==> src/sv/assert_macros.svh <==
// assertion helpers, clocked on clk with asynchronous reset arst_n
`ifndef ASSERT_MACROS_SVH
`define ASSERT_MACROS_SVH

// property must hold at every rising edge out of reset
`define SDS_ASSERT(label, prop, msg) \
	label: assert property (@(posedge clk) disable iff (!arst_n) (prop)) \
		else $error(msg);

// condition must never be seen at a rising edge out of reset
`define SDS_ASSERT_NEVER(label, cond, msg) \
	`SDS_ASSERT(label, !(cond), msg)

`endif

==> src/sv/sds_pkg.sv <==
package sds_pkg;

	localparam int QUEUE_DEPTH = 32;
	localparam int CYL_BITS    = 16;
	localparam int SEEK_BITS   = 17;
	localparam int CNT_BITS    = $clog2(QUEUE_DEPTH + 1);
	localparam int IDX_BITS    = $clog2(QUEUE_DEPTH);
	localparam int STEP_BITS   = $clog2(SEEK_BITS);
	localparam int TDATA_BITS  = ((3 * CYL_BITS + 2 * SEEK_BITS + 7) / 8) * 8;

	typedef logic [CYL_BITS-1:0]   cyl_t;
	typedef logic [SEEK_BITS-1:0]  seek_t;
	typedef logic [CNT_BITS-1:0]   cnt_t;
	typedef logic [IDX_BITS-1:0]   idx_t;
	typedef logic [STEP_BITS-1:0]  step_t;
	typedef logic [TDATA_BITS-1:0] tdata_t;

	// what one cell hands to its upper neighbor
	typedef struct packed {
		logic gt;
		cyl_t val;
	} sds_link_t;

	typedef enum logic [2:0] {
		ST_LOAD,
		ST_SCAN,
		ST_MOVE,
		ST_DIV,
		ST_FINAL
	} sds_state_t;

endpackage

==> src/sv/scan_disk_scheduler_top.sv <==
// SCAN (elevator) disk scheduler, head sweeping toward cylinder 0 first. Requests
// enter one item per cycle on the s_ side and drop straight into a sorted chain of
// 32 cells; a request arriving with 32 already held is dropped, but its tlast still
// starts service. After the tlast item the block stops taking requests: a scan of
// the chain, one cell per cycle, finds the first request at or above head_start,
// then one move item leaves per cycle while m_tready is high: the requests below
// the head in descending order, the trip to cylinder 0, then the rest in ascending
// order, n+1 items for n requests. Before the final item a bit-serial divider forms
// the average seek. head_start is read when service begins, so it may be rewritten
// between requests.
`include "assert_macros.svh"

module scan_disk_scheduler_top (
	input  logic                    clk,
	input  logic                    arst_n,
	// configuration: head_start
	input  logic                    cfg_we,
	input  logic [15:0]             cfg_wdata,
	// requests
	input  logic                    s_tvalid,
	output logic                    s_tready,
	input  logic [15:0]             s_tdata,   // request_cylinder
	input  logic                    s_tlast,   // is_last_request
	// head moves
	output logic                    m_tvalid,
	input  logic                    m_tready,
	output sds_pkg::tdata_t         m_tdata,   // move_from, move_to, move_distance,
	                                           // running_seek, average_seek, zero pad
	output logic                    m_tlast    // last_move
);

	sds_pkg::sds_state_t state_q, state_d;

	// control state
	sds_pkg::cyl_t  head_q;
	sds_pkg::cnt_t  count_q;
	sds_pkg::cnt_t  p_q;
	sds_pkg::cnt_t  k_q;
	logic           down_q;
	logic           m_tvalid_q;

	// datapath
	sds_pkg::cyl_t  pos_q;
	sds_pkg::seek_t total_q;
	sds_pkg::cyl_t  pend_from_q;
	sds_pkg::cyl_t  pend_to_q;
	sds_pkg::cyl_t  pend_dist_q;
	sds_pkg::cyl_t  from_q;
	sds_pkg::cyl_t  to_q;
	sds_pkg::cyl_t  dist_q;
	sds_pkg::seek_t run_q;
	sds_pkg::seek_t avg_q;
	logic           m_tlast_q;

	logic           in_acc;
	logic           ins_en;
	logic           out_free;
	sds_pkg::cnt_t  p_m1;
	sds_pkg::idx_t  rd_addr;
	sds_pkg::cyl_t  rd_val;
	logic           below;
	sds_pkg::cyl_t  move_to;
	logic           move_last;
	sds_pkg::cyl_t  move_dist;
	sds_pkg::seek_t new_total;
	logic           emit;
	logic           emit_final;
	logic           div_start;
	logic           div_done;
	sds_pkg::seek_t quotient;

	// sorted request store
	sds_chain u_chain (
		.clk     (clk),
		.ins_en  (ins_en),
		.new_val (s_tdata),
		.count   (count_q),
		.rd_addr (rd_addr),
		.rd_val  (rd_val)
	);

	// average seek = total / request count
	sds_divider u_div (
		.clk      (clk),
		.arst_n   (arst_n),
		.start    (div_start),
		.dividend (new_total),
		.divisor  (count_q),
		.done     (div_done),
		.quotient (quotient)
	);

	// move arithmetic
	always_comb begin
		p_m1     = p_q - 1'b1;
		out_free = !m_tvalid_q || m_tready;
		if (state_q == sds_pkg::ST_SCAN || !down_q) begin
			rd_addr = p_q[sds_pkg::IDX_BITS-1:0];
		end else begin
			rd_addr = p_m1[sds_pkg::IDX_BITS-1:0];
		end
		below = (p_q < count_q) && (rd_val < head_q);
		if (down_q) begin
			move_to   = (p_q != '0) ? rd_val : '0;
			move_last = (p_q == '0) && (k_q == count_q);
		end else begin
			move_to   = rd_val;
			move_last = sds_pkg::cnt_t'(p_q + 1'b1) == count_q;
		end
		move_dist = (pos_q >= move_to) ? (pos_q - move_to) : (move_to - pos_q);
		new_total = total_q + sds_pkg::seek_t'(move_dist);
	end

	// next state and strobes
	always_comb begin
		state_d    = state_q;
		s_tready   = 1'b0;
		emit       = 1'b0;
		emit_final = 1'b0;
		div_start  = 1'b0;
		unique case (state_q)
			sds_pkg::ST_LOAD: begin
				s_tready = 1'b1;
				if (s_tvalid && s_tlast) begin
					state_d = sds_pkg::ST_SCAN;
				end
			end
			sds_pkg::ST_SCAN: begin
				if (!below) begin
					state_d = sds_pkg::ST_MOVE;
				end
			end
			sds_pkg::ST_MOVE: begin
				if (move_last) begin
					div_start = 1'b1;
					state_d   = sds_pkg::ST_DIV;
				end else if (out_free) begin
					emit = 1'b1;
				end
			end
			sds_pkg::ST_DIV: begin
				if (div_done) begin
					state_d = sds_pkg::ST_FINAL;
				end
			end
			sds_pkg::ST_FINAL: begin
				if (out_free) begin
					emit_final = 1'b1;
					state_d    = sds_pkg::ST_LOAD;
				end
			end
			default: state_d = sds_pkg::ST_LOAD;
		endcase
		in_acc = s_tvalid && s_tready;
		// a full store drops the request
		ins_en = in_acc && (count_q != sds_pkg::cnt_t'(sds_pkg::QUEUE_DEPTH));
	end

	always_ff @(posedge clk or negedge arst_n) begin
		if (!arst_n) begin
			state_q <= sds_pkg::ST_LOAD;
		end else begin
			state_q <= state_d;
		end
	end

	// control registers
	always_ff @(posedge clk or negedge arst_n) begin
		if (!arst_n) begin
			head_q     <= '0;
			count_q    <= '0;
			p_q        <= '0;
			k_q        <= '0;
			down_q     <= 1'b0;
			m_tvalid_q <= 1'b0;
		end else begin
			if (cfg_we) begin
				head_q <= cfg_wdata;
			end
			if (ins_en) begin
				count_q <= count_q + 1'b1;
			end
			unique case (state_q)
				sds_pkg::ST_LOAD: begin
					if (in_acc && s_tlast) begin
						p_q <= '0;
					end
				end
				sds_pkg::ST_SCAN: begin
					if (below) begin
						p_q <= p_q + 1'b1;
					end else begin
						// split point found, start the downward sweep there
						k_q    <= p_q;
						down_q <= 1'b1;
					end
				end
				sds_pkg::ST_MOVE: begin
					if (emit) begin
						if (!down_q) begin
							p_q <= p_q + 1'b1;
						end else if (p_q != '0) begin
							p_q <= p_m1;
						end else begin
							// just went to cylinder 0, turn around
							down_q <= 1'b0;
							p_q    <= k_q;
						end
					end
				end
				sds_pkg::ST_FINAL: begin
					if (emit_final) begin
						count_q <= '0;
					end
				end
				default: ;
			endcase
			if (emit || emit_final) begin
				m_tvalid_q <= 1'b1;
			end else if (m_tready) begin
				m_tvalid_q <= 1'b0;
			end
		end
	end

	// head position, totals and the output item
	always_ff @(posedge clk) begin
		if (state_q == sds_pkg::ST_SCAN && !below) begin
			pos_q   <= head_q;
			total_q <= '0;
		end
		if (state_q == sds_pkg::ST_MOVE) begin
			if (move_last) begin
				// hold the final move until the average is ready
				pend_from_q <= pos_q;
				pend_to_q   <= move_to;
				pend_dist_q <= move_dist;
				total_q     <= new_total;
			end else if (emit) begin
				pos_q     <= move_to;
				total_q   <= new_total;
				from_q    <= pos_q;
				to_q      <= move_to;
				dist_q    <= move_dist;
				run_q     <= new_total;
				avg_q     <= '0;
				m_tlast_q <= 1'b0;
			end
		end
		if (emit_final) begin
			from_q    <= pend_from_q;
			to_q      <= pend_to_q;
			dist_q    <= pend_dist_q;
			run_q     <= total_q;
			avg_q     <= quotient;
			m_tlast_q <= 1'b1;
		end
	end

	assign m_tvalid = m_tvalid_q;
	assign m_tlast  = m_tlast_q;
	assign m_tdata  = sds_pkg::tdata_t'({avg_q, run_q, dist_q, to_q, from_q});

	`SDS_ASSERT(a_count_bound, count_q <= sds_pkg::cnt_t'(sds_pkg::QUEUE_DEPTH), "request count beyond store depth")
	`SDS_ASSERT(a_ptr_bound, (state_q == sds_pkg::ST_MOVE) |-> (p_q <= count_q), "sweep pointer beyond stored requests")
	`SDS_ASSERT_NEVER(a_avg_nonfinal, m_tvalid_q && !m_tlast_q && (avg_q != '0), "average seek set on a non-final move")
	`SDS_ASSERT(a_div_done_state, div_done |-> (state_q == sds_pkg::ST_DIV), "divider finished outside the wait state")

endmodule

==> src/sv/sds_cell.sv <==
// one slot of the sorted insertion chain
module sds_cell (
	input  logic                clk,
	input  logic                ins_en,
	input  logic                occ,
	input  sds_pkg::cyl_t       new_val,
	input  sds_pkg::sds_link_t  prev,
	output sds_pkg::sds_link_t  link
);

	sds_pkg::cyl_t val_q;

	// empty slots count as larger than anything
	assign link.gt  = !occ || (val_q > new_val);
	assign link.val = val_q;

	always_ff @(posedge clk) begin
		if (ins_en && link.gt) begin
			val_q <= prev.gt ? prev.val : new_val;
		end
	end

endmodule

==> src/sv/sds_chain.sv <==
// row of cells kept in ascending order, one insertion per cycle
module sds_chain (
	input  logic           clk,
	input  logic           ins_en,
	input  sds_pkg::cyl_t  new_val,
	input  sds_pkg::cnt_t  count,
	input  sds_pkg::idx_t  rd_addr,
	output sds_pkg::cyl_t  rd_val
);

	sds_pkg::sds_link_t links      [sds_pkg::QUEUE_DEPTH];
	sds_pkg::sds_link_t prev_links [sds_pkg::QUEUE_DEPTH];

	assign prev_links[0] = '0;

	for (genvar i = 0; i < sds_pkg::QUEUE_DEPTH; i++) begin : g_cell
		if (i > 0) begin : g_prev
			assign prev_links[i] = links[i-1];
		end
		sds_cell u_cell (
			.clk     (clk),
			.ins_en  (ins_en),
			.occ     (sds_pkg::cnt_t'(i) < count),
			.new_val (new_val),
			.prev    (prev_links[i]),
			.link    (links[i])
		);
	end

	assign rd_val = links[rd_addr].val;

endmodule

==> src/sv/sds_divider.sv <==
// restoring divider, one quotient bit per cycle
module sds_divider (
	input  logic            clk,
	input  logic            arst_n,
	input  logic            start,
	input  sds_pkg::seek_t  dividend,
	input  sds_pkg::cnt_t   divisor,
	output logic            done,
	output sds_pkg::seek_t  quotient
);

	logic                    busy_q;
	logic                    done_q;
	sds_pkg::step_t          step_q;
	sds_pkg::cnt_t           rem_q;
	sds_pkg::cnt_t           div_q;
	sds_pkg::seek_t          quo_q;
	logic [sds_pkg::CNT_BITS:0] trial;
	logic [sds_pkg::CNT_BITS:0] diff;
	logic                    fits;

	always_comb begin
		trial = {rem_q, quo_q[sds_pkg::SEEK_BITS-1]};
		diff  = trial - {1'b0, div_q};
		fits  = trial >= {1'b0, div_q};
	end

	always_ff @(posedge clk or negedge arst_n) begin
		if (!arst_n) begin
			busy_q <= 1'b0;
			done_q <= 1'b0;
			step_q <= '0;
		end else begin
			done_q <= busy_q && (step_q == '0);
			if (start) begin
				busy_q <= 1'b1;
				step_q <= sds_pkg::step_t'(sds_pkg::SEEK_BITS - 1);
			end else if (busy_q) begin
				if (step_q == '0) begin
					busy_q <= 1'b0;
				end else begin
					step_q <= step_q - 1'b1;
				end
			end
		end
	end

	always_ff @(posedge clk) begin
		if (start) begin
			rem_q <= '0;
			quo_q <= dividend;
			div_q <= divisor;
		end else if (busy_q) begin
			rem_q <= fits ? diff[sds_pkg::CNT_BITS-1:0] : trial[sds_pkg::CNT_BITS-1:0];
			quo_q <= {quo_q[sds_pkg::SEEK_BITS-2:0], fits};
		end
	end

	assign done     = done_q;
	assign quotient = quo_q;

endmodule
==> config.mk <==
export PLATFORM = sky130hd
export DESIGN_NAME = scan_disk_scheduler_top
export DESIGN_NICKNAME = d
export VERILOG_FILES = /design/src/sv/sds_pkg.sv /design/src/sv/scan_disk_scheduler_top.sv /design/src/sv/sds_cell.sv /design/src/sv/sds_chain.sv /design/src/sv/sds_divider.sv
export VERILOG_INCLUDE_DIRS = /design/src /design/src/sv
export SDC_FILE = /design/constraint.sdc
export NUM_CORES = 2
export LEC_CHECK = 0
export ABC_AREA = 1
export BUFFER_PORTS_ARGS = -buffer_cell sky130_fd_sc_hd__clkbuf_2
export CORE_ASPECT_RATIO = 1.2
export CORE_MARGIN = 3
export CORE_UTILIZATION = 52
export DETAILED_ROUTE_END_ITERATION = 16
export PLACE_DENSITY_LB_ADDON = 0.12
export SLEW_MARGIN = 20
export SYNTH_ARGS = -nofsm -noshare
export SYNTH_HDL_FRONTEND = slang
export SYNTH_SLANG_ARGS = --single-unit
export TNS_END_PERCENT = 20
==> constraint.sdc <==
create_clock -name clk -period 7.7 [get_ports clk]
set_input_delay 0.385 -clock clk [delete_from_list [all_inputs] [get_ports clk]]
set_output_delay 0.385 -clock clk [all_outputs]
set_load 0.03 [all_outputs]
### Word level (Yosys, flattened, before mapping)

Cells that the tools add are included.

* register bits: 751
* output and inout bits: 91
* logic and storage cells: 386

* $add $sub $neg: 8
* $lt $le $gt $ge: 69
* equal/unequal tests: 17
* muxes and demuxes: 105
* bitwise gates (word level): 3
* reduce and logical (&&, ||, !) cells: 128

Operator list (count)
* two-way mux 16 bit: 52
* greater-than comparator 16 bit: 32
* two-way mux 17 bit: 14
* less-than comparator 5 x 6 -> 1 bit (first input constant): 16
* binary-select mux 17 bit (select 5 bit): 1
* two-way mux 6 bit: 9
* less-than comparator 4 x 6 -> 1 bit (first input constant): 8
* logical AND 1 bit: 40
* zero test 1 bit: 35
* logical OR 1 bit: 35
* subtractor 16 bit: 2
* less-than comparator 3 x 6 -> 1 bit (first input constant): 4
* two-way mux 5 bit: 4
* one-hot mux 6 bit (3 select lines): 1
* adder 17 x 16 -> 17 bit: 1
* two-way mux 1 bit: 17
* >= comparator 16 bit: 1
* less-than comparator 16 bit: 1
* inequality test 2 bit (second input constant): 8
* two-way mux 3 bit: 5
* one-hot mux 3 bit (5 select lines): 1
* adder 6 x 1 -> 6 bit (second input constant): 2
* == test 6 bit: 2
* less-than comparator 1 x 6 -> 1 bit (first input constant): 2
* other kinds (25): 37

### Logic depth before layout (Yosys ltp)

* word-level depth: 16
* gate-level depth with buffers: 44

### Hierarchy

From an unflattened synthesis, not the netlist that was laid out.

* cell total of the unflattened synthesis: 6835
* area, all modules: 54160.7 um2

Modules (own cells, without submodules)
* sds_cell: instances 32, cells an instance 124, area an instance 1093.5 um2, sequential area each 480.5 um2
* scan_disk_scheduler_top: instances 1, cells an instance 1367, area an instance 11599.9 um2, sequential area each 5560.3 um2
* sds_chain: instances 1, cells an instance 1282, area an instance 5681.7 um2, sequential area each 0.0 um2
* sds_divider: instances 1, cells an instance 218, area an instance 1885.6 um2, sequential area each 985.9 um2

### Worst setup path before layout

OpenSTA, ideal clock, no wires.

* path type: flip-flop to flip-flop
* start point: reg p_q[0]
* end point: reg u_div.quo_q[13] (netlist: u_div.quotient[13]), data pin
* setup time: 344 ps
* arrival time: 6072 ps
* required time: 7356 ps
* slack: 1284 ps
* stages on the path, launching flop included: 37
* cell sequence: dfrtp_1 inv_2 ha_1 inv_1 o21ai_1 buf_2 buf_2 clkbuf_1 o21ai_0 o221ai_1 o211ai_1 nand3_1 nand2_1 nor2_1 ha_1 clkbuf_1 a21oi_1 o21ai_0 inv_1 nor2_1 nor3_1 clkbuf_1 nand3_1 nand2_1 inv_1 ha_1 nand2_1 nor2_1 a21oi_1 o21ai_0 a31oi_1 o21ai_0 a21oi_1 o21ai_0 xor2_1 nand2_1 o21ai_0

* word-level cells in the longest chain between the ends: 12
* elaborated cells between the ends (all ways): 22
* classes of those cells: add/sub (5); order compare (1); eq/ne (1); mux (11); bitwise (1); reduce/logical (3)

RTL lines
* start: declaration: RTL line scan_disk_scheduler_top.sv:37 `sds_pkg::cnt_t p_q;`
* start signal: assignment: RTL line scan_disk_scheduler_top.sv:191 `p_q <= p_q + 1'b1;`
* start signal: assignment: RTL line scan_disk_scheduler_top.sv:201 `p_q <= p_q + 1'b1;`
* start signal: assignment: RTL line scan_disk_scheduler_top.sv:203 `p_q <= p_m1;`
* subtractor 6 x 1 -> 6 bit: RTL line scan_disk_scheduler_top.sv:95 `p_m1 = p_q - 1'b1;`
* two-way mux 5 bit: RTL line scan_disk_scheduler_top.sv:97 `if (state_q == sds_pkg::ST_SCAN || !down_q) begin`
* inverter 5 -> 6 bit (not written as such): RTL line sds_chain.sv:30 `assign rd_val = links[rd_addr].val;`
* binary-select mux 17 bit (select 5 bit): RTL line sds_chain.sv:30
* two-way mux 16 bit (not written as such) (2 in a row): RTL line sds_chain.sv:30
* two-way mux 16 bit: RTL line scan_disk_scheduler_top.sv:104 `move_to = (p_q != '0) ? rd_val : '0;`
* two-way mux 16 bit *: RTL line scan_disk_scheduler_top.sv:103 `if (down_q) begin`
* named net move_to[11]: RTL line scan_disk_scheduler_top.sv:62 `sds_pkg::cyl_t move_to;`
* >= comparator 16 bit *: RTL line scan_disk_scheduler_top.sv:110 `move_dist = (pos_q >= move_to) ? (pos_q - move_to) : (move_to - pos_q);`
* two-way mux 16 bit *: RTL line scan_disk_scheduler_top.sv:110
* named net move_dist[4]: RTL line scan_disk_scheduler_top.sv:64 `sds_pkg::cyl_t move_dist;`
* adder 17 x 16 -> 17 bit *: RTL line scan_disk_scheduler_top.sv:111 `new_total = total_q + sds_pkg::seek_t'(move_dist);`
* two-way mux 17 bit *: RTL line sds_divider.sv:49 `if (start) begin`
* end signal: assignment: RTL line sds_divider.sv:51 `quo_q <= dividend;`
* end signal: assignment: RTL line sds_divider.sv:55 `quo_q <= {quo_q[sds_pkg::SEEK_BITS-2:0], fits};`
* end: declaration: RTL line sds_divider.sv:17 `sds_pkg::seek_t quo_q;`

The timed path passes the listed nets; every way through them passes the cells marked *. The select of a mux whose other input is x is not followed.
A chain may end at the register's enable or synchronous reset.

### Worst setup path after layout

* start point: reg p_q[1]
* end point: reg u_div.quo_q[12] (netlist: u_div.quotient[12]), data pin

* word-level cells in the longest chain between the ends: 12
* elaborated cells between the ends (all ways): 22
* classes of those cells: add/sub (5); order compare (1); eq/ne (1); mux (11); bitwise (1); reduce/logical (3)

RTL lines (RTL line)
* subtractor 6 x 1 -> 6 bit: scan_disk_scheduler_top.sv:95
* two-way mux 5 bit: scan_disk_scheduler_top.sv:97
* inverter 5 -> 6 bit (not written as such): sds_chain.sv:30
* binary-select mux 17 bit (select 5 bit): sds_chain.sv:30
* two-way mux 16 bit (not written as such) (2 in a row): sds_chain.sv:30
* two-way mux 16 bit: scan_disk_scheduler_top.sv:104
* two-way mux 16 bit *: scan_disk_scheduler_top.sv:103
* named net move_to[14]: scan_disk_scheduler_top.sv:62
* >= comparator 16 bit *: scan_disk_scheduler_top.sv:110
* two-way mux 16 bit *: scan_disk_scheduler_top.sv:110
* adder 17 x 16 -> 17 bit *: scan_disk_scheduler_top.sv:111
* two-way mux 17 bit *: sds_divider.sv:49

Marked as above.

==> out/results.tsv <==
metric	value	unit
outcome	complete, no violations	
fin crit share	0.9264	
min-delay src	cfg_wdata[2]	
Critical Path AT	7.52	ns
CP max FO	43	
Min-Delay Path Class	in -> reg	
detailed placer's ending HPWL	125.4	mm
worst reg2reg setup slack	0.57	ns
H-tree Lvls	3	
Clock Path Buffers	3	
GR Overflow Total	0	
initial drt markers	4583	
Final Wtd Congestion	0.9618	
Placed Instance Area	51950	um^2
Clock Sinks	751	
syn_area_per_cell	8.696	um^2
# port buffers	122	
Ports	129	
Final Cell Area	55130	um^2
Die ar.	99750	um^2
layout cells sized above 1	0.07809	
post-route minimum period	7.134	ns
post-synthesis xor/xnor area fraction	0.009476	
number of synthesized register bits	751	
Detail Route Antenna Nets	0	
mux contribution to synthesized area	0.0002256	
worst setup path category	reg -> reg	
total global-route track usage	0.3475	
main flop type after synthesis	edfxtp_1	
largest net degree at the start of global routing	79	
Slew HR	0.2915	
synth unique cells	64	
Compound-Gate Fraction of Synth Area	0.1717	
Core Area	94490	um^2
FF-to-FF Start	p_q[1]$_DFFE_PN0P_	
global-route wire length before repair	260.4	mm
Die H	345.4	um
Final TNS setup	0	ns
initial core utilization	0.5282	
startpoint types	flop	
RSZ-0062 raised after global routing	false	
Final Setup Violations	0	
CP required	8.08	ns
MaxCap Viol Count	0	
Syn. warnings	0	
synthesized area	49910	um^2
Vias	44034	
sequential-to-total area share from yosys stat	0.4392	
DRC violations left	0	
First-pass DRT Iterations	6	
Final Skew	0.02807	ns
CP Capture Type	flop	
area grow syn2layout	10.45	%
Synth Area in Adders	0.1503	
max-slew violations	0	
WL final	176.9	mm
cell count of the worst reg-to-reg path	34	
hold depth	3	
antenna violations before repair	1	
Slowest-stage cell, CP	dfrtp_1	
Fmax	0.1402	GHz
main combinational cell family by area after synthesis	simple AND/OR/NAND/NOR gates	
die width	288.8	um
CTS tree	built	
clock-pin slew on the worst setup and hold paths	0.07	ns
WL/cell	24.86	um
worst-skew pair later-pin latency	0.67	ns
Hold Fails Final Rpt	0	
fin util	0.5834	
Hold EP	head_q[2]$_DFFE_PN0P_	
num rows	123	
Post-synth ARST share	0.06125	
Worst Tran Pin Value	1.052	ns
simple-gate share of the synthesized area	0.1741	
Clk Tree Root Cell	clkbuf_16	
Post-synth EDFFs	665	
vias in the first global route	41704	
FF-to-FF End	u_div.quotient[12]$_DFFE_PP_	
Cells after Synth	5740	
TritonCTS Buffers	84	
nets@finish	6431	
Max stage delay on crit path	0.45	ns
routed vias/inst	6.188	
CP dominant cell by count	nand2_1	
-- layout make-up --
class	instances	area, um^2
clock inverter	60	648.1
timing repair buffer	276	2022
tap	1250	1564
inverter	376	1414
sequential	751	21920
clock buffer	95	2153
antenna	1	2.502
fill	8496	39370
multi-input combinational	4307	25400
-- metal layers --
metal	wire length, um	GRT usage	up-vias	part of all wire
li1	-	-	20508	-
met1	64100	0.4076	20742	0.36
met2	83400	0.5763	2134	0.47
met3	14370	0.06388	646	0.081
met4	14990	0.2359	4	0.085
met5	25	0	-	0.00014
-- critical path: cells and delay by family (launching register included) --
| kind | cells | cell delay, ns |
|---|---|---|
| adder cells (fa/ha/maj) | 3 | 1.27 |
| flip-flops | 1 | 0.45 |
| XOR/XNOR | 1 | 0.17 |
| AND/OR/NAND/NOR | 15 | 2.14 |
| buffers and inverters | 4 | 0.74 |
| AO/OA/AOI/OAI | 11 | 2.02 |
-- cells in the mapped netlist, types with 27 or more instances --
| cell type | number | area (um^2) |
|---|---|---|
| o221ai_1 | 106 | 928.4 |
| nand2_1 | 1310 | 4917 |
| nand4_1 | 62 | 387.9 |
| xor2_1 | 42 | 367.9 |
| dfxtp_1 | 40 | 800.8 |
| a21oi_1 | 310 | 1551 |
| edfxtp_1 | 665 | 19970 |
| clkbuf_1 | 233 | 874.6 |
| buf_1 | 27 | 101.4 |
| nor3_1 | 50 | 250.2 |
| o22ai_1 | 34 | 212.7 |
| nand3_1 | 264 | 1321 |
| inv_1 | 364 | 1366 |
| o21ai_1 | 29 | 145.1 |
| ha_1 | 593 | 7420 |
| nor2_1 | 407 | 1528 |
| o21ai_0 | 879 | 4399 |
| dfrtp_1 | 46 | 1151 |
-- timing repair --
item	CTS	global route
buffers inserted	0	3
hold buffers	29	0
resized for setup	0	15
hold endpoints to repair	74	0
endpoints found under the setup margin	0	20
-- flip-flops by register name (all words and copies together), names as in the netlist, 5 cells and up --
| name | flops |
|---|---|
| head_q | 16 |
| u_div.quotient | 17 |
| pend_to_q | 16 |
| from_q | 16 |
| u_div.rem_q | 6 |
| pend_dist_q | 16 |
| to_q | 16 |
| total_q | 17 |
| pos_q | 16 |
| dist_q | 16 |
| u_div.step_q | 5 |
| avg_q | 17 |
| run_q | 17 |
| u_div.div_q | 6 |
| u_chain.g_cell.u_cell.val_q | 512 |
| pend_from_q | 16 |
| k_q | 6 |
| p_q | 6 |
| count_q | 6 |
-- cell usage in the layout (no fill, tap or decap), drive strengths merged, types with 44 or more instances in the layout --
cell type  netlist  final
nand4           62     62
dfrtp           46     46
buf             78    125
nor3            50     50
o221ai         106    106
ha             593    593
clkbuf         233    217
clkinv           5     44
edfxtp         665    665
nor2           408    408
inv            371    375
nand2         1320   1320
nand3          270    270
a21oi          310    310
o21ai          916    916
-- per-stage QoR --
step / std cells / setup slack [ns] / hold slack [ns]
2_1_floorplan: 5745 / 1.284 / 0.08941
3_3_place_gp: 6928 / 0.4385 / 0.4364
3_5_place_dp: 6928 / 0.3223 / 0.4413
4_1_cts: 7112 / 0.2447 / 0.05337
5_1_grt: 7115 / 0.04675 / 0.09822
6_report: 7116 / 0.5664 / 0.07612
-- worst max-delay path by stage --
stage               slack [ns]  cells past startpoint                from                           end
finish                    0.57                     34  p_q[1]$_DFFE_PN0P_  u_div.quotient[12]$_DFFE_PP_
global route              0.05                     37  p_q[1]$_DFFE_PN0P_  u_div.quotient[12]$_DFFE_PP_
CTS                       0.24                     36  p_q[0]$_DFFE_PN0P_  u_div.quotient[16]$_DFFE_PP_
detailed placement        0.32                     36  p_q[0]$_DFFE_PN0P_  u_div.quotient[16]$_DFFE_PP_
global placement          0.44                     36  p_q[0]$_DFFE_PN0P_  u_div.quotient[16]$_DFFE_PP_
floorplan                 1.28                     36  p_q[0]$_DFFE_PN0P_  u_div.quotient[13]$_DFFE_PP_
-- cell families after synthesis --
group / count (synthesis)
mux: 1
fa+ha+maj: 597
other cells: 1
simple gates: 2126
xor+xnor: 54
compound gates: 1523
buf+inv: 687
flops: 751
Power is not shown: default switching activity piles up to over one toggle a cycle in this logic, so the estimate is an artifact.
